===== config.mk =====
export PLATFORM = sky130hd
export DESIGN_NAME = dimmer_frame_status_tracker_flat
export DESIGN_NICKNAME = d
export VERILOG_FILES = /design/src/design/dfst_pkg.sv /design/src/design/dfst_if.sv /design/src/design/dfst_step.sv /design/src/design/dimmer_frame_status_tracker.sv /design/src/flat_wrapper.sv
export SDC_FILE = /design/constraint.sdc
export NUM_CORES = 1
export LEC_CHECK = 0
export BUFFER_PORTS_ARGS = -buffer_cell sky130_fd_sc_hd__buf_2
export CAP_MARGIN = 20
export CORE_AREA = 2 2 131 120
export DETAILED_ROUTE_END_ITERATION = 6
export DIE_AREA = 0 0 133 122
export PLACE_DENSITY_LB_ADDON = 0.12
export SYNTH_ARGS = -nofsm -noshare
export SYNTH_HDL_FRONTEND = slang
export SYNTH_HIERARCHICAL = 1
export SYNTH_SLANG_ARGS = --single-unit

===== constraint.sdc =====
create_clock -name clk_i -period 6.4 [get_ports clk_i]
set_clock_uncertainty 0.1 [all_clocks]
set_input_delay 1.92 -clock clk_i [delete_from_list [all_inputs] [get_ports clk_i]]
set_output_delay 1.92 -clock clk_i [all_outputs]
set_load 0.01 [all_outputs]

===== src/design/dfst_pkg.sv =====
// Package: shared types, codes and level tables of the dimmer frame status tracker.
`timescale 1ns / 1ps

package dfst_pkg;

  // Frame kinds
  localparam logic [1:0] KIND_NORMAL  = 2'd0;
  localparam logic [1:0] KIND_MEASURE = 2'd1;
  localparam logic [1:0] KIND_WRITE   = 2'd2;

  // Fixed command codes
  localparam logic [7:0] CODE_OFF        = 8'd0;
  localparam logic [7:0] FIX_TIME_FIRST  = 8'd11;
  localparam logic [7:0] FIX_TIME_LAST   = 8'd18;
  localparam logic [7:0] DIMMER10_MIN    = 8'd2;
  localparam logic [7:0] DIMMER10_MAX    = 8'd10;
  localparam logic [7:0] CODE_LVL_UP     = 8'd30;
  localparam logic [7:0] CODE_LVL_DN     = 8'd31;
  localparam logic [7:0] CODE_PCT_STATUS = 8'd1;
  localparam logic [7:0] ARG_NONE        = 8'd255;
  localparam logic [7:0] STATUS_OFFSET   = 8'd100;
  localparam logic [7:0] STATUS_MAX_ARG  = 8'd200;

  // Argument counts
  localparam logic [1:0] CNT_NONE = 2'd0;
  localparam logic [1:0] CNT_ONE  = 2'd1;
  localparam logic [1:0] CNT_TWO  = 2'd2;

  // Level limits
  localparam logic [6:0] LEVEL_MIN = 7'd1;
  localparam logic [6:0] LEVEL_MAX = 7'd100;
  localparam logic [3:0] STEP_MIN  = 4'd2;
  localparam logic [3:0] STEP_MAX  = 4'd10;

  // Level request codes
  localparam logic [1:0] REQ_NONE   = 2'd0;
  localparam logic [1:0] REQ_START  = 2'd1;
  localparam logic [1:0] REQ_CANCEL = 2'd2;

  // Configuration register indexes
  localparam int unsigned CFG_IDX_W = 3;
  localparam logic [CFG_IDX_W-1:0] CFG_ADVANCED = 3'd0;
  localparam logic [CFG_IDX_W-1:0] CFG_HUNDRED  = 3'd1;
  localparam logic [CFG_IDX_W-1:0] CFG_ON_CODE  = 3'd2;
  localparam logic [CFG_IDX_W-1:0] CFG_TIMING   = 3'd3;
  localparam logic [CFG_IDX_W-1:0] CFG_FAULT    = 3'd4;
  localparam int unsigned CFG_DATA_W = 8;

  // Configuration reset values
  localparam logic [7:0] ON_CODE_RST     = 8'd1;
  localparam logic [7:0] TIMING_CODE_RST = 8'd2;
  localparam logic [7:0] FAULT_CODE_RST  = 8'd19;

  typedef struct packed {
    logic       advanced_mode;
    logic       hundred_step_mode;
    logic [7:0] on_code;
    logic [7:0] timing_code;
    logic [7:0] fault_code;
  } dfst_cfg_t;

  typedef struct packed {
    logic [6:0] dim_level;
    logic       lamp_on;
  } dfst_state_t;

  typedef struct packed {
    logic [1:0] frame_kind;
    logic [7:0] command_code;
    logic [1:0] arg_count;
    logic [7:0] arg_first;
    logic [7:0] arg_second;
    logic [7:0] arg_third;
    logic       point_to_point;
  } dfst_item_t;

  typedef struct packed {
    logic        on_valid;
    logic        on_value;
    logic        level_valid;
    logic [6:0]  level_value;
    logic        fault_seen;
    logic        timing_valid;
    logic [23:0] timing_hms;
    logic        speed_valid;
    logic [7:0]  speed_value;
    logic [1:0]  level_request;
  } dfst_result_t;

  // Percent level to ten-step level (0 means unknown)
  function automatic logic [3:0] percent_to_ten(input logic [6:0] p);
    logic [3:0] s;
    if (p == 7'd0)       s = 4'd0;
    else if (p <= 7'd4)  s = 4'd2;
    else if (p <= 7'd15) s = 4'd3;
    else if (p <= 7'd25) s = 4'd4;
    else if (p <= 7'd35) s = 4'd5;
    else if (p <= 7'd45) s = 4'd6;
    else if (p <= 7'd53) s = 4'd7;
    else if (p <= 7'd67) s = 4'd8;
    else if (p <= 7'd85) s = 4'd9;
    else                 s = 4'd10;
    return s;
  endfunction

  // Ten-step level to percent
  function automatic logic [6:0] ten_to_percent(input logic [3:0] s);
    logic [6:0] p;
    case (s)
      4'd3:    p = 7'd10;
      4'd4:    p = 7'd20;
      4'd5:    p = 7'd30;
      4'd6:    p = 7'd40;
      4'd7:    p = 7'd50;
      4'd8:    p = 7'd60;
      4'd9:    p = 7'd75;
      4'd0, 4'd1, 4'd2: p = 7'd1;
      default: p = 7'd100;
    endcase
    return p;
  endfunction

  // Rounded ten-step level times ten
  function automatic logic [6:0] ten_times_ten(input logic [3:0] s);
    logic [6:0] v;
    case (s)
      4'd0:    v = 7'd0;
      4'd2:    v = 7'd20;
      4'd3:    v = 7'd30;
      4'd4:    v = 7'd40;
      4'd5:    v = 7'd50;
      4'd6:    v = 7'd60;
      4'd7:    v = 7'd70;
      4'd8:    v = 7'd80;
      4'd9:    v = 7'd90;
      default: v = 7'd100;
    endcase
    return v;
  endfunction

endpackage


===== src/design/dfst_if.sv =====
// Interfaces: frame input channel and status result channel.
`timescale 1ns / 1ps

interface dfst_in_if;
  logic       valid;
  logic       ready;
  logic [1:0] frame_kind;
  logic [7:0] command_code;
  logic [1:0] arg_count;
  logic [7:0] arg_first;
  logic [7:0] arg_second;
  logic [7:0] arg_third;
  logic       point_to_point;

  modport source (
    output valid, frame_kind, command_code, arg_count, arg_first, arg_second,
           arg_third, point_to_point,
    input  ready
  );
  modport sink (
    input  valid, frame_kind, command_code, arg_count, arg_first, arg_second,
           arg_third, point_to_point,
    output ready
  );
endinterface

interface dfst_out_if;
  logic        valid;
  logic        ready;
  logic        on_valid;
  logic        on_value;
  logic        level_valid;
  logic [6:0]  level_value;
  logic        fault_seen;
  logic        timing_valid;
  logic [23:0] timing_hms;
  logic        speed_valid;
  logic [7:0]  speed_value;
  logic [1:0]  level_request;

  modport source (
    output valid, on_valid, on_value, level_valid, level_value, fault_seen,
           timing_valid, timing_hms, speed_valid, speed_value, level_request,
    input  ready
  );
  modport sink (
    input  valid, on_valid, on_value, level_valid, level_value, fault_seen,
           timing_valid, timing_hms, speed_valid, speed_value, level_request,
    output ready
  );
endinterface


===== src/design/dfst_step.sv =====
// Frame decode: status result and next dimmer state for one frame.
`timescale 1ns / 1ps

module dfst_step (
  input  dfst_pkg::dfst_item_t   item_i,
  input  dfst_pkg::dfst_cfg_t    cfg_i,
  input  dfst_pkg::dfst_state_t  state_i,
  output dfst_pkg::dfst_result_t result_o,
  output dfst_pkg::dfst_state_t  state_o
);
  import dfst_pkg::*;

  logic              adv, hun, normal, meas_or_write;
  logic              is_onoff, is_on, is_incdec, is_inc, is_ten, is_fixed, all_none;
  logic [3:0]        cur_step;
  logic signed [5:0] step_adj;
  logic [3:0]        step_new;
  logic signed [9:0] delta_adj;
  logic [6:0]        delta_dim;
  logic [6:0]        status_dim;
  logic [7:0]        status_raw;

  logic        on_v, on_val, tm_v, skip_fixed, lv_v, fault, lo, sp_v;
  logic [23:0] tm;
  logic [1:0]  req;
  logic [6:0]  dim;

  // Frame classification
  always_comb begin
    adv           = cfg_i.advanced_mode;
    hun           = cfg_i.advanced_mode & cfg_i.hundred_step_mode;
    normal        = item_i.frame_kind == KIND_NORMAL;
    meas_or_write = (item_i.frame_kind == KIND_MEASURE) ||
                    (item_i.frame_kind == KIND_WRITE);
    is_on         = item_i.command_code == cfg_i.on_code;
    is_onoff      = is_on || (item_i.command_code == CODE_OFF);
    is_inc        = item_i.command_code == CODE_LVL_UP;
    is_incdec     = is_inc || (item_i.command_code == CODE_LVL_DN);
    is_ten        = (item_i.command_code >= DIMMER10_MIN) &&
                    (item_i.command_code <= DIMMER10_MAX);
    is_fixed      = (item_i.command_code >= FIX_TIME_FIRST) &&
                    (item_i.command_code <= FIX_TIME_LAST);
    all_none      = (item_i.arg_first == ARG_NONE) && (item_i.arg_second == ARG_NONE) &&
                    (item_i.arg_third == ARG_NONE);
  end

  // Ten-step increment / decrement, clamped to 2..10
  always_comb begin
    cur_step = percent_to_ten(state_i.dim_level);
    step_adj = $signed({2'b00, cur_step}) + (is_inc ? 6'sd1 : -6'sd1);
    if (step_adj < $signed({2'b00, STEP_MIN}))      step_new = STEP_MIN;
    else if (step_adj > $signed({2'b00, STEP_MAX})) step_new = STEP_MAX;
    else                                            step_new = step_adj[3:0];
  end

  // Percent delta step, clamped to 1..100
  always_comb begin
    if (is_inc) delta_adj = $signed({3'b000, state_i.dim_level}) +
                            $signed({2'b00, item_i.arg_first});
    else        delta_adj = $signed({3'b000, state_i.dim_level}) -
                            $signed({2'b00, item_i.arg_first});
    if (delta_adj < $signed({3'b000, LEVEL_MIN}))      delta_dim = LEVEL_MIN;
    else if (delta_adj > $signed({3'b000, LEVEL_MAX})) delta_dim = LEVEL_MAX;
    else                                               delta_dim = delta_adj[6:0];
  end

  // Percent status argument, level plus 100, clamped to 1..100
  always_comb begin
    status_raw = item_i.arg_first - STATUS_OFFSET;
    if (item_i.arg_first <= STATUS_OFFSET)      status_dim = LEVEL_MIN;
    else if (item_i.arg_first > STATUS_MAX_ARG) status_dim = LEVEL_MAX;
    else                                        status_dim = status_raw[6:0];
  end

  // Status decisions in priority order
  always_comb begin
    on_v       = 1'b0;
    on_val     = 1'b0;
    tm_v       = 1'b0;
    tm         = '0;
    skip_fixed = 1'b0;
    // on/off and variable timing
    if (is_onoff) begin
      if (normal && ((item_i.arg_count == CNT_NONE) ||
                     ((item_i.arg_count == CNT_ONE) && adv))) begin
        on_v   = 1'b1;
        on_val = is_on;
      end
    end else if ((item_i.command_code == cfg_i.timing_code) &&
                 (item_i.frame_kind == KIND_MEASURE)) begin
      if (all_none) begin
        skip_fixed = 1'b1;
      end else begin
        tm_v = 1'b1;
        tm   = {item_i.arg_first, item_i.arg_second, item_i.arg_third};
      end
    end
    // fixed timing codes mean on and replace a timing report
    if (!skip_fixed && is_fixed) begin
      on_v   = 1'b1;
      on_val = 1'b1;
      tm_v   = 1'b0;
      tm     = '0;
    end

    lo  = state_i.lamp_on;
    dim = state_i.dim_level;
    req = REQ_NONE;
    if (on_v) begin
      lo  = on_val;
      req = (on_val && (state_i.dim_level == '0) && !item_i.point_to_point) ?
            REQ_START : REQ_CANCEL;
    end

    // ten-step levels and fault
    lv_v  = 1'b0;
    fault = 1'b0;
    if (normal && is_ten) begin
      dim  = ten_to_percent(item_i.command_code[3:0]);
      lv_v = 1'b1;
    end else if (normal && (item_i.command_code == cfg_i.fault_code)) begin
      fault = 1'b1;
    end

    // ten-step increment / decrement
    if (is_incdec && (item_i.arg_count == CNT_NONE)) begin
      if (lo) dim = ten_to_percent(step_new);
      else    lo  = 1'b1;
      lv_v = 1'b1;
    end

    // percent delta increment / decrement
    if (is_incdec && (item_i.arg_count == CNT_TWO) && adv) begin
      if (lo) dim = delta_dim;
      else    lo  = 1'b1;
      lv_v = 1'b1;
    end

    // percent status frame
    if ((item_i.command_code == CODE_PCT_STATUS) && meas_or_write && adv) begin
      if (item_i.arg_first == STATUS_OFFSET) begin
        lo     = 1'b0;
        on_v   = 1'b1;
        on_val = 1'b0;
      end else begin
        dim    = status_dim;
        lo     = 1'b1;
        on_v   = 1'b1;
        on_val = 1'b1;
        lv_v   = 1'b1;
      end
    end

    // hundred-step extras
    if (hun && normal && is_onoff && (item_i.arg_count == CNT_ONE)) begin
      on_v   = 1'b1;
      on_val = is_on;
    end
    sp_v = hun && (item_i.command_code == CODE_PCT_STATUS) &&
           (item_i.frame_kind == KIND_MEASURE) && lo;
  end

  // Result and next state
  always_comb begin
    result_o.on_valid      = on_v;
    result_o.on_value      = on_val;
    result_o.level_valid   = lv_v;
    result_o.level_value   = !lv_v ? 7'd0 : (hun ? dim : ten_times_ten(percent_to_ten(dim)));
    result_o.fault_seen    = fault;
    result_o.timing_valid  = tm_v;
    result_o.timing_hms    = tm;
    result_o.speed_valid   = sp_v;
    result_o.speed_value   = sp_v ? item_i.arg_second : 8'd0;
    result_o.level_request = req;
    state_o.dim_level      = dim;
    state_o.lamp_on        = lo;
  end

endmodule


===== src/design/dimmer_frame_status_tracker.sv =====
// Top level: input register, frame decode, result register and dimmer state.
// Path: an accepted frame goes through the input register and the result register to the output.
// Throughput: one frame per cycle; a frame waits in the input register only
//   while the result register is full and not being taken.
// Reset: clears both valid flags, the dimmer level (unknown) and the on flag,
//   and loads the configuration defaults; no clearing pass is needed.
`timescale 1ns / 1ps

module dimmer_frame_status_tracker (
  input  logic                                clk_i,
  input  logic                                rst_ni,
  input  logic                                cfg_we_i,
  input  logic [dfst_pkg::CFG_IDX_W-1:0]      cfg_index_i,
  input  logic [dfst_pkg::CFG_DATA_W-1:0]     cfg_wdata_i,
  dfst_in_if.sink                             in_if,
  dfst_out_if.source                          out_if
);
  import dfst_pkg::*;

  dfst_cfg_t    cfg_q, cfg_d;
  dfst_state_t  state_q, state_d, state_next;
  dfst_item_t   item_q, item_d, item_in;
  dfst_result_t res_q, res_d, res_next;
  logic         in_valid_q, in_valid_d;
  logic         out_valid_q, out_valid_d;
  logic         in_ready, in_take, advance;

  // Handshake control
  assign advance  = in_valid_q && (!out_valid_q || out_if.ready);
  assign in_ready = !in_valid_q || advance;
  assign in_take  = in_if.valid && in_ready;
  assign in_if.ready = in_ready;

  // Input item gather
  always_comb begin
    item_in.frame_kind     = in_if.frame_kind;
    item_in.command_code   = in_if.command_code;
    item_in.arg_count      = in_if.arg_count;
    item_in.arg_first      = in_if.arg_first;
    item_in.arg_second     = in_if.arg_second;
    item_in.arg_third      = in_if.arg_third;
    item_in.point_to_point = in_if.point_to_point;
  end

  // Frame decode
  dfst_step u_step (
    .item_i   (item_q),
    .cfg_i    (cfg_q),
    .state_i  (state_q),
    .result_o (res_next),
    .state_o  (state_next)
  );

  // Next-value logic
  always_comb begin
    cfg_d = cfg_q;
    if (cfg_we_i) begin
      case (cfg_index_i)
        CFG_ADVANCED: cfg_d.advanced_mode     = cfg_wdata_i[0];
        CFG_HUNDRED:  cfg_d.hundred_step_mode = cfg_wdata_i[0];
        CFG_ON_CODE:  cfg_d.on_code           = cfg_wdata_i;
        CFG_TIMING:   cfg_d.timing_code       = cfg_wdata_i;
        CFG_FAULT:    cfg_d.fault_code        = cfg_wdata_i;
        default:      cfg_d = cfg_q;
      endcase
    end

    in_valid_d = in_take ? 1'b1 : (advance ? 1'b0 : in_valid_q);
    item_d     = in_take ? item_in : item_q;

    out_valid_d = advance ? 1'b1 : (out_if.ready ? 1'b0 : out_valid_q);
    res_d       = advance ? res_next : res_q;
    state_d     = advance ? state_next : state_q;
  end

  // Control and state registers
  always_ff @(posedge clk_i or negedge rst_ni) begin
    if (!rst_ni) begin
      cfg_q.advanced_mode     <= 1'b0;
      cfg_q.hundred_step_mode <= 1'b0;
      cfg_q.on_code           <= ON_CODE_RST;
      cfg_q.timing_code       <= TIMING_CODE_RST;
      cfg_q.fault_code        <= FAULT_CODE_RST;
      state_q                 <= '0;
      in_valid_q              <= 1'b0;
      out_valid_q             <= 1'b0;
    end else begin
      cfg_q       <= cfg_d;
      state_q     <= state_d;
      in_valid_q  <= in_valid_d;
      out_valid_q <= out_valid_d;
    end
  end

  // Payload registers
  always_ff @(posedge clk_i) begin
    item_q <= item_d;
    res_q  <= res_d;
  end

  // Result outputs
  assign out_if.valid         = out_valid_q;
  assign out_if.on_valid      = res_q.on_valid;
  assign out_if.on_value      = res_q.on_value;
  assign out_if.level_valid   = res_q.level_valid;
  assign out_if.level_value   = res_q.level_value;
  assign out_if.fault_seen    = res_q.fault_seen;
  assign out_if.timing_valid  = res_q.timing_valid;
  assign out_if.timing_hms    = res_q.timing_hms;
  assign out_if.speed_valid   = res_q.speed_valid;
  assign out_if.speed_value   = res_q.speed_value;
  assign out_if.level_request = res_q.level_request;

  // Stored level never leaves the percent range
  assert property (@(posedge clk_i) disable iff (!rst_ni)
    state_q.dim_level <= LEVEL_MAX)
    else $error("dimmer level above 100");

  // Dimmer state moves only when a frame goes through decode
  assert property (@(posedge clk_i) disable iff (!rst_ni)
    !advance |=> $stable(state_q))
    else $error("dimmer state changed without a frame");

  // An unreported on state reads as off
  assert property (@(posedge clk_i) disable iff (!rst_ni)
    out_valid_q && !res_q.on_valid |-> !res_q.on_value)
    else $error("on value set without on valid");

  // An empty result register never holds up the input
  assert property (@(posedge clk_i) disable iff (!rst_ni)
    !out_valid_q |-> in_ready)
    else $error("input stalled with empty result register");

endmodule


===== src/flat_wrapper.sv =====
// flat-port wrapper written by rule: the top's interface ports become plain ports
module dimmer_frame_status_tracker_flat import dfst_pkg::*;
  (clk_i, rst_ni, cfg_we_i, cfg_index_i, cfg_wdata_i, in_if_valid, in_if_frame_kind, in_if_command_code, in_if_arg_count, in_if_arg_first, in_if_arg_second, in_if_arg_third, in_if_point_to_point, in_if_ready, out_if_valid, out_if_on_valid, out_if_on_value, out_if_level_valid, out_if_level_value, out_if_fault_seen, out_if_timing_valid, out_if_timing_hms, out_if_speed_valid, out_if_speed_value, out_if_level_request, out_if_ready);
  dfst_in_if in_if_i ();
  dfst_out_if out_if_i ();
  input  logic clk_i;
  input  logic rst_ni;
  input  logic cfg_we_i;
  input  logic [dfst_pkg::CFG_IDX_W-1:0] cfg_index_i;
  input  logic [dfst_pkg::CFG_DATA_W-1:0] cfg_wdata_i;
  input wire logic [$bits(in_if_i.valid)-1:0] in_if_valid;
  input wire logic [$bits(in_if_i.frame_kind)-1:0] in_if_frame_kind;
  input wire logic [$bits(in_if_i.command_code)-1:0] in_if_command_code;
  input wire logic [$bits(in_if_i.arg_count)-1:0] in_if_arg_count;
  input wire logic [$bits(in_if_i.arg_first)-1:0] in_if_arg_first;
  input wire logic [$bits(in_if_i.arg_second)-1:0] in_if_arg_second;
  input wire logic [$bits(in_if_i.arg_third)-1:0] in_if_arg_third;
  input wire logic [$bits(in_if_i.point_to_point)-1:0] in_if_point_to_point;
  output wire logic [$bits(in_if_i.ready)-1:0] in_if_ready;
  output wire logic [$bits(out_if_i.valid)-1:0] out_if_valid;
  output wire logic [$bits(out_if_i.on_valid)-1:0] out_if_on_valid;
  output wire logic [$bits(out_if_i.on_value)-1:0] out_if_on_value;
  output wire logic [$bits(out_if_i.level_valid)-1:0] out_if_level_valid;
  output wire logic [$bits(out_if_i.level_value)-1:0] out_if_level_value;
  output wire logic [$bits(out_if_i.fault_seen)-1:0] out_if_fault_seen;
  output wire logic [$bits(out_if_i.timing_valid)-1:0] out_if_timing_valid;
  output wire logic [$bits(out_if_i.timing_hms)-1:0] out_if_timing_hms;
  output wire logic [$bits(out_if_i.speed_valid)-1:0] out_if_speed_valid;
  output wire logic [$bits(out_if_i.speed_value)-1:0] out_if_speed_value;
  output wire logic [$bits(out_if_i.level_request)-1:0] out_if_level_request;
  input wire logic [$bits(out_if_i.ready)-1:0] out_if_ready;
  assign in_if_i.valid = in_if_valid;
  assign in_if_i.frame_kind = in_if_frame_kind;
  assign in_if_i.command_code = in_if_command_code;
  assign in_if_i.arg_count = in_if_arg_count;
  assign in_if_i.arg_first = in_if_arg_first;
  assign in_if_i.arg_second = in_if_arg_second;
  assign in_if_i.arg_third = in_if_arg_third;
  assign in_if_i.point_to_point = in_if_point_to_point;
  assign in_if_ready = in_if_i.ready;
  assign out_if_valid = out_if_i.valid;
  assign out_if_on_valid = out_if_i.on_valid;
  assign out_if_on_value = out_if_i.on_value;
  assign out_if_level_valid = out_if_i.level_valid;
  assign out_if_level_value = out_if_i.level_value;
  assign out_if_fault_seen = out_if_i.fault_seen;
  assign out_if_timing_valid = out_if_i.timing_valid;
  assign out_if_timing_hms = out_if_i.timing_hms;
  assign out_if_speed_valid = out_if_i.speed_valid;
  assign out_if_speed_value = out_if_i.speed_value;
  assign out_if_level_request = out_if_i.level_request;
  assign out_if_i.ready = out_if_ready;
  dimmer_frame_status_tracker u_core (.clk_i(clk_i), .rst_ni(rst_ni), .cfg_we_i(cfg_we_i), .cfg_index_i(cfg_index_i), .cfg_wdata_i(cfg_wdata_i), .in_if(in_if_i), .out_if(out_if_i));
endmodule

==> impl_metrics.env, run 1 <==
export IMPL_clock_tree_root_cell="clkbuf_16"
export IMPL_cts_reportedPaths_clkPinSlew_ns=0.06
export IMPL_drt_vias_per_instance=5.79
export IMPL_post_synth_net_total=820
export IMPL_cts_buffer_depth=2
export IMPL_netlist_cell_type_count=92
export IMPL_worstSkewPairLatency_ns=0.42
export IMPL_post_synthesis_cell_area_mm2=0.00778
export IMPL_ys_top_cells_by_area="edfxtp_1 32%, dfrtp_1 10%, ha_1 5.8%, mux2_2 5.1%, and2_1 2.7%"
export IMPL_critical_path_reg2reg_endpoint="u_core/out_if.level_value[1]"
export IMPL_fill_cells=1220
export IMPL_drt_iter0_markers=615
export IMPL_post_route_drc_count=0
export IMPL_io_buffer_count=101
export IMPL_number_of_buffers_inserted_during_clock_tree_synthesis=17
export IMPL_timing_setup_tns_ns=0
export IMPL_postSynthCellCount=728
export IMPL_critical_path_reg2reg_startpoint="u_core/state_q[5]"
export IMPL_cts_htree_levels=4
export IMPL_maximum_number_of_pins_on_one_net_before_global_route_repair=48
export IMPL_drt_pass1_iterations=5
export IMPL_die_area_mm2=0.0162
export IMPL_place_area_mm2=0.00855
export IMPL_ff2ff_setup_slack_ns=0.17
export IMPL_yosysTopAreaCellShare_pct=32.4
export IMPL_p_leak_uw=0.00385
export IMPL_max_capacitance_violation_count=0
export IMPL_synthArstFlopShare_pct=30.0
export IMPL_floorplan_initialDensity_pct=51.8
export IMPL_gp_congestion=0.952
export IMPL_first_element_of_the_critical_path="u_core/state_q[5]"
export IMPL_drt_total_wl_mm=20.0
export IMPL_ioPinCount=102
export IMPL_ys_dominant_reg_cell="edfxtp_1"
export IMPL_worstPathMaxFanout=9
export IMPL_worst_slew_pin_transition_ns=1.09
export IMPL_timing_slew_headroom_pct=26.1
export IMPL_track_usage_pct=25.3
export IMPL_core_area_mm2=0.0150
export IMPL_cellPowerDensity_mw_per_mm2=480
export IMPL_vias=6167
export IMPL_fin_nets=942
export IMPL_dp_final_hpwl_mm=14.8
export IMPL_slew_viol_final=0
export IMPL_yosys_area_top_type="edfxtp_1"
export IMPL_post_route_min_period_ns=6.23
export IMPL_ys_seq_area_share_pct=44.1
export IMPL_required_ns=6.47
export IMPL_hold_end="u_core/out_if.valid"
export IMPL_run_status="finished clean"
export IMPL_wire_length_of_the_first_global_routing_pass_mm=31.7
export IMPL_fp_dieW_um=133
export IMPL_setup_crit_path_kind="register to register"
export IMPL_ant_nets=0
export IMPL_tritoncts="yes"
export IMPL_setup_worst_path_end_class="register"
export IMPL_postLayoutCoreUtil_pct=61.9
export IMPL_critical_path_startpoint_type="register"
export IMPL_synthMostInstantiatedCell="edfxtp_1"
export IMPL_number_of_synthesized_flops_with_an_enable_pin=84
export IMPL_timing_hold_violations_final=0
export IMPL_antenna_found_initial=0
export IMPL_fmax_mhz=160
export IMPL_hold_path_class="register to register"
export IMPL_die_height_um=122
export IMPL_finalSetupViolations=0
export IMPL_antenna_cells=0
export IMPL_num_rows=43
export IMPL_area_growth_synth_to_final_pct=19.6
export IMPL_routedWlPerCell_um=18.8
export IMPL_min_from="u_core/in_valid_q"
export IMPL_synth_area_per_cell_um2=10.7
export IMPL_cts_hold_buf=0
export IMPL_finalInstanceArea_mm2=0.00930
export IMPL_min_path_cells=1
export IMPL_yosys_warnings=6
export IMPL_synth_top_cells_by_count="84 x edfxtp_1, 50 x nor2_1, 49 x nand2_1"
export IMPL_rr_worst_depth=25
export IMPL_crit_arrival_ns=6.30
export IMPL_grt_overflow=0
export IMPL_layout_cell_share_with_drive_strength_beyond_1_pct=31.3
export IMPL_clock_sinks=120
export IMPL_synth_ff_latch_count=120
export IMPL_vias_in_the_first_global_route=5939
export IMPL_share_of_the_clock_period_used_by_the_worst_path_pct=97.4
export IMPL_highest_ir_drop_seen_on_vdd_mv=0.333
==> flip-flops by register name, indices dropped and copies added, names as in the netlist, 2 cells and up <==
| signal | cells |
|---|---|
| u_core/item_q | 37 |
| u_core/cfg_q | 26 |
| u_core/out_if.timing_hms | 24 |
| u_core/out_if.speed_value | 8 |
| u_core/state_q | 8 |
| u_core/out_if.level_value | 7 |
| u_core/out_if.level_request | 2 |
==> worst max-delay path by stage <==
stage / to / slack [ns] / depth (start not counted)
2_1_floorplan: u_core/out_if.level_value[3] / 0.03 / 27
3_3_place_gp: u_core/out_if.level_value[3] / 0.22 / 22
3_5_place_dp: u_core/out_if.level_value[1] / -0.02 / 22
4_1_cts: u_core/out_if.level_value[4] / 0.02 / 23
5_1_grt: u_core/out_if.level_value[4] / -0.04 / 26
6_report: u_core/out_if.level_value[1] / 0.17 / 25
==> power breakdown <==
group | internal, uW | leakage [uW] | total [uW] | switching [uW]
Clock | 622 | 0.000295 | 999 | 377
Combinational | 1020 | 0.00229 | 2460 | 1450
Sequential | 937 | 0.00126 | 1010 | 69.1
Total | 2580 | 0.00385 | 4470 | 1890
==> per-stage QoR <==
stage	worst slack [ns]	std cells	power, uW	hold slack [ns]
floorplan	0.0302	728	2660	0.357
global placement	0.216	1028	3240	0.374
detailed placement	-0.0247	1028	3290	0.404
CTS	0.0189	1060	4310	0.416
global route	-0.0382	1065	4730	0.446
finish	0.166	1065	4470	0.423
==> critical path, stage by stage (launching register included) <==
cell       delay [ns]
dfrtp_1          0.41
buf_4            0.19
o21a_1           0.19
nor2_1           0.07
o22ai_1          0.16
o21ai_2          0.11
ha_1             0.20
a21o_1           0.25
or4_4            0.50
o311ai_2         0.11
a211oi_4         0.06
or2_2            0.33
or3_4            0.39
ha_1             0.29
nand2_1          0.05
or4_1            0.09
a211o_1          0.13
or4b_4           0.50
a211o_4          0.37
a2111oi_4        0.32
a2bb2oi_2        0.24
nor4_4           0.09
ha_1             0.22
o311a_1          0.37
a21oi_1          0.17
a21oi_1          0.06
==> logic make-up (layout without fill, tap and decap cells) <==
| kind of cell | count (synthesis) | count (layout) | synth area share, % |
|---|---|---|---|
| simple gates | 262 | 262 | 18.9 |
| mux | 41 | 41 | 5.84 |
| flops | 120 | 120 | 44.1 |
| fa+ha+maj | 39 | 39 | 6.56 |
| xor+xnor | 34 | 34 | 3.83 |
| compound gates | 157 | 157 | 15.8 |
| buf+inv | 75 | 210 | 4.89 |
==> metal layers <==
| metal | GRT usage [%] | share of wire (%) |
|---|---|---|
| met5 | 0 | 0 |
| met3 | 4.95 | 6.7 |
| met1 | 35.5 | 45 |
| met4 | 6.52 | 1.1 |
| met2 | 40.5 | 47 |
==> placed cells by master, fill, tap and decap left out, drive strengths merged, types with 12 or more instances in the layout <==
master / instances
o21ai: 32
a21oi: 32
nand3: 22
xor2: 13
nor2: 50
nand2b: 12
xnor2: 21
inv: 46
nor3: 25
nand2: 49
buf: 137
clkbuf: 18
mux2: 35
ha: 36
edfxtp: 84
nand4: 13
dfrtp: 31
and2: 35
==> cell type report <==
type                       instances  area (um^2)  area share (%)
clock buffer                      17          425            4.58
timing repair buffer             138          796            8.56
tap                              202          253            2.72
inverter                          40          153            1.64
clock inverter                    15          193            2.07
multi-input combinational        533         4050            43.5
sequential                       120         3430            36.9
==> repair_timing <==
action | CTS | global route
setup buffers | 0 | 3
endpoints found under the setup margin | 4 | 5
hold endpoints to repair | 0 | 0
gates resized for setup | 1 | 21
gates cloned | 0 | 0
pin swaps | 0 | 4
No activity file was read; power rests on OpenSTA's default activity.
==> run 2, diff against run 1 <==
- CORE_AREA: 2 2 131 120 -> 2 2 95 166
- DIE_AREA: 0 0 133 122 -> 0 0 97 168
==> run 2 against run 1 <==
Against the previous run:
- largest cell class unchanged
- routed wire length grew 10%
- sequential share of layout area shrank 0.12 points
- largest power group unchanged
- count of clock-buffer cells in the layout grew 1
==> impl_metrics.env, run 2 (synthesis gave the netlist of run 1 again) <==
export IMPL_cts_htree_levels=4
export IMPL_power_clock_fraction_pct=20.7
export IMPL_drt_iter0_markers=426
export IMPL_fill_cells=1264
export IMPL_gp_congestion=0.967
export IMPL_finalInstanceArea_mm2=0.00933
export IMPL_highest_ir_drop_seen_on_vdd_mv=0.354
export IMPL_layout_cell_share_with_drive_strength_beyond_1_pct=32.4
export IMPL_finalSetupViolations=0
export IMPL_die_height_um=168
export IMPL_most_frequent_cells_in_the_layout="101 x buf_2, 84 x edfxtp_1, 49 x nand2_1, 49 x nor2_1, 41 x buf_4"
export IMPL_gr_usage_met3_pct=3.53
export IMPL_registers_top_by_ff_count="u_core/item_q"
export IMPL_post_route_drc_count=0
export IMPL_fp_dieW_um=97
export IMPL_io_buffer_count=101
export IMPL_floorplan_initialDensity_pct=51.5
export IMPL_max_capacitance_violation_count=0
export IMPL_multi_input_gate_area_in_the_final_layout_mm2=0.00409
export IMPL_track_usage_pct=26.9
export IMPL_area_growth_synth_to_final_pct=20.0
export IMPL_cellPowerDensity_mw_per_mm2=488
export IMPL_ff2ff_setup_slack_ns=0.23
export IMPL_post_route_min_period_ns=6.17
export IMPL_maximum_number_of_pins_on_one_net_before_global_route_repair=48
export IMPL_number_of_buffers_inserted_during_clock_tree_synthesis=17
export IMPL_clock_sinks=120
export IMPL_vias=6275
export IMPL_use_met2_pct=52.1
export IMPL_place_area_mm2=0.00856
export IMPL_setup_worst_path_end_class="register"
export IMPL_slew_viol_final=0
export IMPL_placed_instance_count=1015
export IMPL_num_rows=60
export IMPL_core_area_mm2=0.0151
export IMPL_worstPathMaxFanout=6
export IMPL_internal_power_uw=2570
export IMPL_setup_crit_path_kind="register to register"
export IMPL_flip_flop_count_of_the_largest_register_after_layout=37
export IMPL_hold_worst_slack_ns=0.407
export IMPL_post_layout_nonfiller_instances=1059
export IMPL_required_ns=6.46
export IMPL_power_total_uw=4550
export IMPL_vias_in_the_first_global_route=6404
export IMPL_cts_reportedPaths_clkPinSlew_ns=0.06
export IMPL_hold_path_class="register to register"
export IMPL_tritoncts="yes"
export IMPL_drt_pass1_iterations=5
export IMPL_crit_arrival_ns=6.23
export IMPL_pwr_share_comb_pct=57.2
export IMPL_p_leak_uw=0.00386
export IMPL_critical_path_startpoint_type="register"
export IMPL_run_status="finished clean"
export IMPL_share_of_the_clock_period_used_by_the_worst_path_pct=96.5
export IMPL_fmax_mhz=162
export IMPL_grt_use_met1_pct=28.6
export IMPL_ioPinCount=102
export IMPL_ant_nets=0
export IMPL_cts_hold_buf=0
export IMPL_share_seq_of_total_power_pct=22.2
export IMPL_grt_overflow=0
export IMPL_dp_final_hpwl_mm=16.9
export IMPL_drt_total_wl_mm=22.1
export IMPL_cts_buffer_depth=2
export IMPL_sequential_cell_area_mm2=0.00343
export IMPL_global_route_peak_usage_layer="met2"
export IMPL_die_area_mm2=0.0163
export IMPL_fin_nets=949
export IMPL_timing_hold_violations_final=0
export IMPL_timing_slew_headroom_pct=35.1
export IMPL_power_share_switching_pct=43.4
export IMPL_wire_length_of_the_first_global_routing_pass_mm=34.3
export IMPL_drt_vias_per_instance=5.93
export IMPL_antenna_found_initial=3
export IMPL_postLayoutCoreUtil_pct=61.8
export IMPL_worst_slew_pin_transition_ns=0.971
export IMPL_mostFrequentLayoutCell="buf_2"
export IMPL_clock_tree_root_cell="clkbuf_16"
export IMPL_worstSkewPairLatency_ns=0.41
export IMPL_routedWlPerCell_um=20.9
export IMPL_power_switching_uw=1980
[run 2: cell types whose count changed in the layout (fill, tap and decap cells not counted), moves of 2 or more]
cell        before  now
clkinvlp_4       3    1
buf_4           35   41
clkinv_4         2    4
bufinv_16        3    1
diode_2          0    3
[run 2: path summary, 6_finish.rpt]
path,start,end,depth (start not counted)
worst max-delay path,u_core/state_q[2],u_core/out_if.level_value[1],24
worst min-delay path,u_core/in_valid_q,u_core/out_if.valid,1
worst max register to register,u_core/state_q[2],u_core/out_if.level_value[1],24
worst min register to register,u_core/in_valid_q,u_core/out_if.valid,1
max in group asynchronous,rst_ni,u_core/state_q[2],1
min in group asynchronous,rst_ni,u_core/in_valid_q,1
[run 2: what timing repair did]
item | CTS | global route
resized for setup | 5 | 26
setup buffers | 1 | 5
pin swaps | 2 | 4
setup endpoints to repair | 3 | 5
gates cloned | 0 | 0
[run 2: per-stage QoR]
step	setup slack (ns)	setup TNS [ns]
global route	-0.0247	-0.0382
finish	0.227	0
CTS	0.0388	0
detailed placement	-0.0647	-0.0647
global placement	0.0639	0
floorplan	0.0302	0
[run 2: per-layer routing]
metal / vias to the layer above / wire (um)
met2: 235 / 12500
met5: - / 0
li1: 2965 / -
met1: 3021 / 8020
met4: 0 / 834
met3: 54 / 785
[run 2: critical path, stage by stage (launching register included)]
cell       delay (ns)
dfrtp_2          0.44
and2_1           0.17
o21a_1           0.21
a21oi_2          0.15
and2_1           0.13
ha_1             0.25
a21o_4           0.24
or4_4            0.48
o311ai_2         0.11
a211oi_4         0.07
or2_4            0.27
or3_4            0.38
ha_1             0.28
nand2_1          0.05
or4_1            0.09
a211o_1          0.15
or4b_4           0.50
a211o_4          0.39
a2111oi_4        0.32
a2bb2oi_2        0.24
nor4_4           0.09
ha_2             0.21
o311a_1          0.36
a21oi_1          0.17
a21oi_1          0.07
[run 2: final cells by class]
type | count | area share [%]
Multi-Input combinational cell | 533 | 43.8
Clock inverter | 14 | 1.50
Antenna cell | 3 | 0.0805
Clock buffer | 18 | 4.60
Timing Repair Buffer | 145 | 9.07
Tap cell | 186 | 2.49
Sequential cell | 120 | 36.8
Inverter | 40 | 1.64
[run 2: power groups by stage]
stage,Combinational [uW],Clock (uW),Sequential [uW]
CTS,2330,956,1010
global placement,2220,0,1020
finish,2600,940,1010
floorplan,1650,0,1010
global route,2820,985,1020
detailed placement,2290,0,1020
==> run 3, diff against run 2 <==
- CORE_AREA: 2 2 95 166 -> 4 4 97 168
- DIE_AREA: 0 0 97 168 -> 0 0 101 172
- MAX_ROUTING_LAYER: default -> met4
==> run 3 against run 2 <==
Against the previous run:
- sequential power about the same
- combinational power decreased by 2%
- sequential share of layout area decreased by 0.21 points
- critical path depth unchanged
- total power decreased by 0.59%
- register-to-register slack got worse by 0.02 ns
- non-clock buffer count increased by 8
- clock power increased by 2%
- routed wire length decreased by 2.2%
- via count increased by 0.70%
- first-iteration DRC count decreased by 25%
- critical path type unchanged
==> impl_metrics.env, run 3 (synthesis gave the netlist of run 1 again) <==
export IMPL_run_status="finished clean"
export IMPL_hold_path_class="register to register"
export IMPL_worst_slew_pin_transition_ns=1.09
export IMPL_fp_dieW_um=101
export IMPL_rr_worst_depth=24
export IMPL_vias=6319
export IMPL_tritoncts="yes"
export IMPL_ff2ff_setup_slack_ns=0.20
export IMPL_critical_path_reg2reg_startpoint="u_core/item_q[32]"
export IMPL_critPathTopFamily="simple AND/OR/NAND/NOR gates"
export IMPL_ant_nets=0
export IMPL_maximum_number_of_pins_on_one_net_before_global_route_repair=48
export IMPL_wire_length_of_the_first_global_routing_pass_mm=34.0
export IMPL_finalInstanceArea_mm2=0.00938
export IMPL_clock_tree_root_cell="clkbuf_16"
export IMPL_antenna_found_initial=1
export IMPL_required_ns=6.47
export IMPL_fmax_mhz=161
export IMPL_share_of_the_clock_period_used_by_the_worst_path_pct=96.8
export IMPL_worstSkewPairLatency_ns=0.42
export IMPL_slowest_delay_ns=0.50
export IMPL_min_path_cells=1
export IMPL_highest_ir_drop_seen_on_vdd_mv=0.386
export IMPL_io_buffer_count=101
export IMPL_finalSetupViolations=0
export IMPL_drt_iter0_markers=319
export IMPL_setup_crit_path_kind="register to register"
export IMPL_most_frequent_cells_in_the_layout="101 x buf_2, 84 x edfxtp_1, 50 x nor2_1, 49 x nand2_1, 49 x buf_4"
export IMPL_fin_nets=957
export IMPL_mostFrequentLayoutCell="buf_2"
export IMPL_critical_path_cell_sequence="nor3_4 > and3_4 > inv_4 > ha_4 > a21o_1 > or4_4 > o311ai_2 > a211oi_4 > or2_2 > or3_4 > ha_1 > nand2_1 > or4_1 > a211o_1 > or4b_4 > a211o_4 > a2111oi_4 > a2bb2oi_2 > nor4_2 > buf_4 > ha_1 > o311a_1 > a21oi_1 > a21oi_1"
export IMPL_floorplan_initialDensity_pct=52.4
export IMPL_drt_pass1_iterations=6
export IMPL_cts_reportedPaths_clkPinSlew_ns=0.06
export IMPL_grt_overflow=0
export IMPL_dp_final_hpwl_mm=16.6
export IMPL_path_buf_inv=2
export IMPL_post_route_drc_count=0
export IMPL_place_area_mm2=0.00863
export IMPL_hold_end="u_core/out_if.valid"
export IMPL_clock_sinks=120
export IMPL_timing_setup_tns_ns=0
export IMPL_cts_htree_levels=4
export IMPL_cts_buffer_depth=2
export IMPL_number_of_buffers_inserted_during_clock_tree_synthesis=17
export IMPL_critical_path_startpoint_type="register"
export IMPL_min_from="u_core/in_valid_q"
export IMPL_timing_hold_violations_final=0
export IMPL_cellPowerDensity_mw_per_mm2=482
export IMPL_post_route_min_period_ns=6.20
export IMPL_critical_path_reg2reg_endpoint="u_core/out_if.level_value[1]"
export IMPL_max_capacitance_violation_count=0
export IMPL_critPathSlowestCell="or4b_4"
export IMPL_num_rows=59
export IMPL_track_usage_pct=26.1
export IMPL_worstPathMaxFanout=6
export IMPL_die_area_mm2=0.0174
export IMPL_drt_total_wl_mm=21.6
export IMPL_setup_worst_path_end_class="register"
export IMPL_drt_vias_per_instance=5.95
export IMPL_p_leak_uw=0.00391
export IMPL_crit_arrival_ns=6.27
export IMPL_timing_slew_headroom_pct=27.2
export IMPL_slew_viol_final=0
export IMPL_layout_cell_share_with_drive_strength_beyond_1_pct=32.6
export IMPL_die_height_um=172
export IMPL_core_area_mm2=0.0148
export IMPL_gp_congestion=0.960
export IMPL_ioPinCount=102
export IMPL_routedWlPerCell_um=20.4
export IMPL_vias_in_the_first_global_route=6456
export IMPL_flip_flop_count_of_the_largest_register_after_layout=37
export IMPL_area_growth_synth_to_final_pct=20.6
export IMPL_registers_top_by_ff_count="u_core/item_q"
-- run 3: worst register-to-register path, cell delays in order, from the launching register on --
cell       delay [ns]
edfxtp_1         0.44
nor3_4           0.28
and3_4           0.27
inv_4            0.07
ha_4             0.24
a21o_1           0.20
or4_4            0.49
o311ai_2         0.10
a211oi_4         0.06
or2_2            0.33
or3_4            0.40
ha_1             0.29
nand2_1          0.05
or4_1            0.09
a211o_1          0.14
or4b_4           0.50
a211o_4          0.37
a2111oi_4        0.33
a2bb2oi_2        0.21
nor4_2           0.08
buf_4            0.16
ha_1             0.19
o311a_1          0.36
a21oi_1          0.15
a21oi_1          0.06
-- run 3: routing by layer --
layer	GRT usage [%]	routed length, um	vias to the layer above
li1	-	-	2979
met1	26.6	7760	3077
met2	48.8	12200	203
met3	3.88	804	60
met4	11.1	830	0
met5	-	0	-
-- run 3: per-stage QoR --
stage          power, uW  std cells  hold slack (ns)  worst slack, ns  utilization [%]
2_1_floorplan       2660        728            0.357           0.0302                -
3_3_place_gp        3340       1022            0.376            0.113             58.1
3_5_place_dp        3370       1022            0.390          -0.0178             58.1
4_1_cts             4350       1054            0.405          0.00197             62.1
5_1_grt             4820       1062            0.415         -0.00699             63.2
6_report            4530       1062            0.399            0.204             63.2
-- run 3: what timing repair did --
action                     in CTS  in global routing
resized for setup               1                 25
pin swaps                       0                  9
setup endpoints to repair       2                  5
hold buffers                    0                  0
buffers inserted                0                  5
-- run 3: cell type report --
class | instances | area [um^2]
diodes | 1 | 2.50
inverters | 40 | 153
clock buffers | 17 | 425
multi-input cells | 533 | 4080
repair buffers | 153 | 897
clock inverters | 15 | 159
flip-flops and latches | 120 | 3430
well taps | 183 | 229
fillers | 1237 | 5460
-- run 3: report_power, final --
part / total (uW) / switching [uW] / internal [uW]
sequential: 1010 / 70.8 / 937
combinational: 2560 / 1460 / 1100
clock: 959 / 407 / 552
total: 4530 / 1930 / 2590
-- run 3: how the worst max path moves through the flow --
| stage | start | end | slack [ns] | depth (start not counted) |
|---|---|---|---|---|
| 3_3_place_gp | u_core/item_q[33] | u_core/out_if.level_value[3] | 0.11 | 24 |
| 5_1_grt | u_core/item_q[32] | u_core/out_if.level_value[1] | -0.007 | 24 |
| 6_report | u_core/item_q[32] | u_core/out_if.level_value[1] | 0.20 | 24 |
| 4_1_cts | u_core/item_q[33] | u_core/out_if.level_value[1] | 0.002 | 24 |
| 2_1_floorplan | u_core/item_q[27] | u_core/out_if.level_value[3] | 0.03 | 27 |
| 3_5_place_dp | u_core/state_q[7] | u_core/out_if.level_value[1] | -0.02 | 23 |
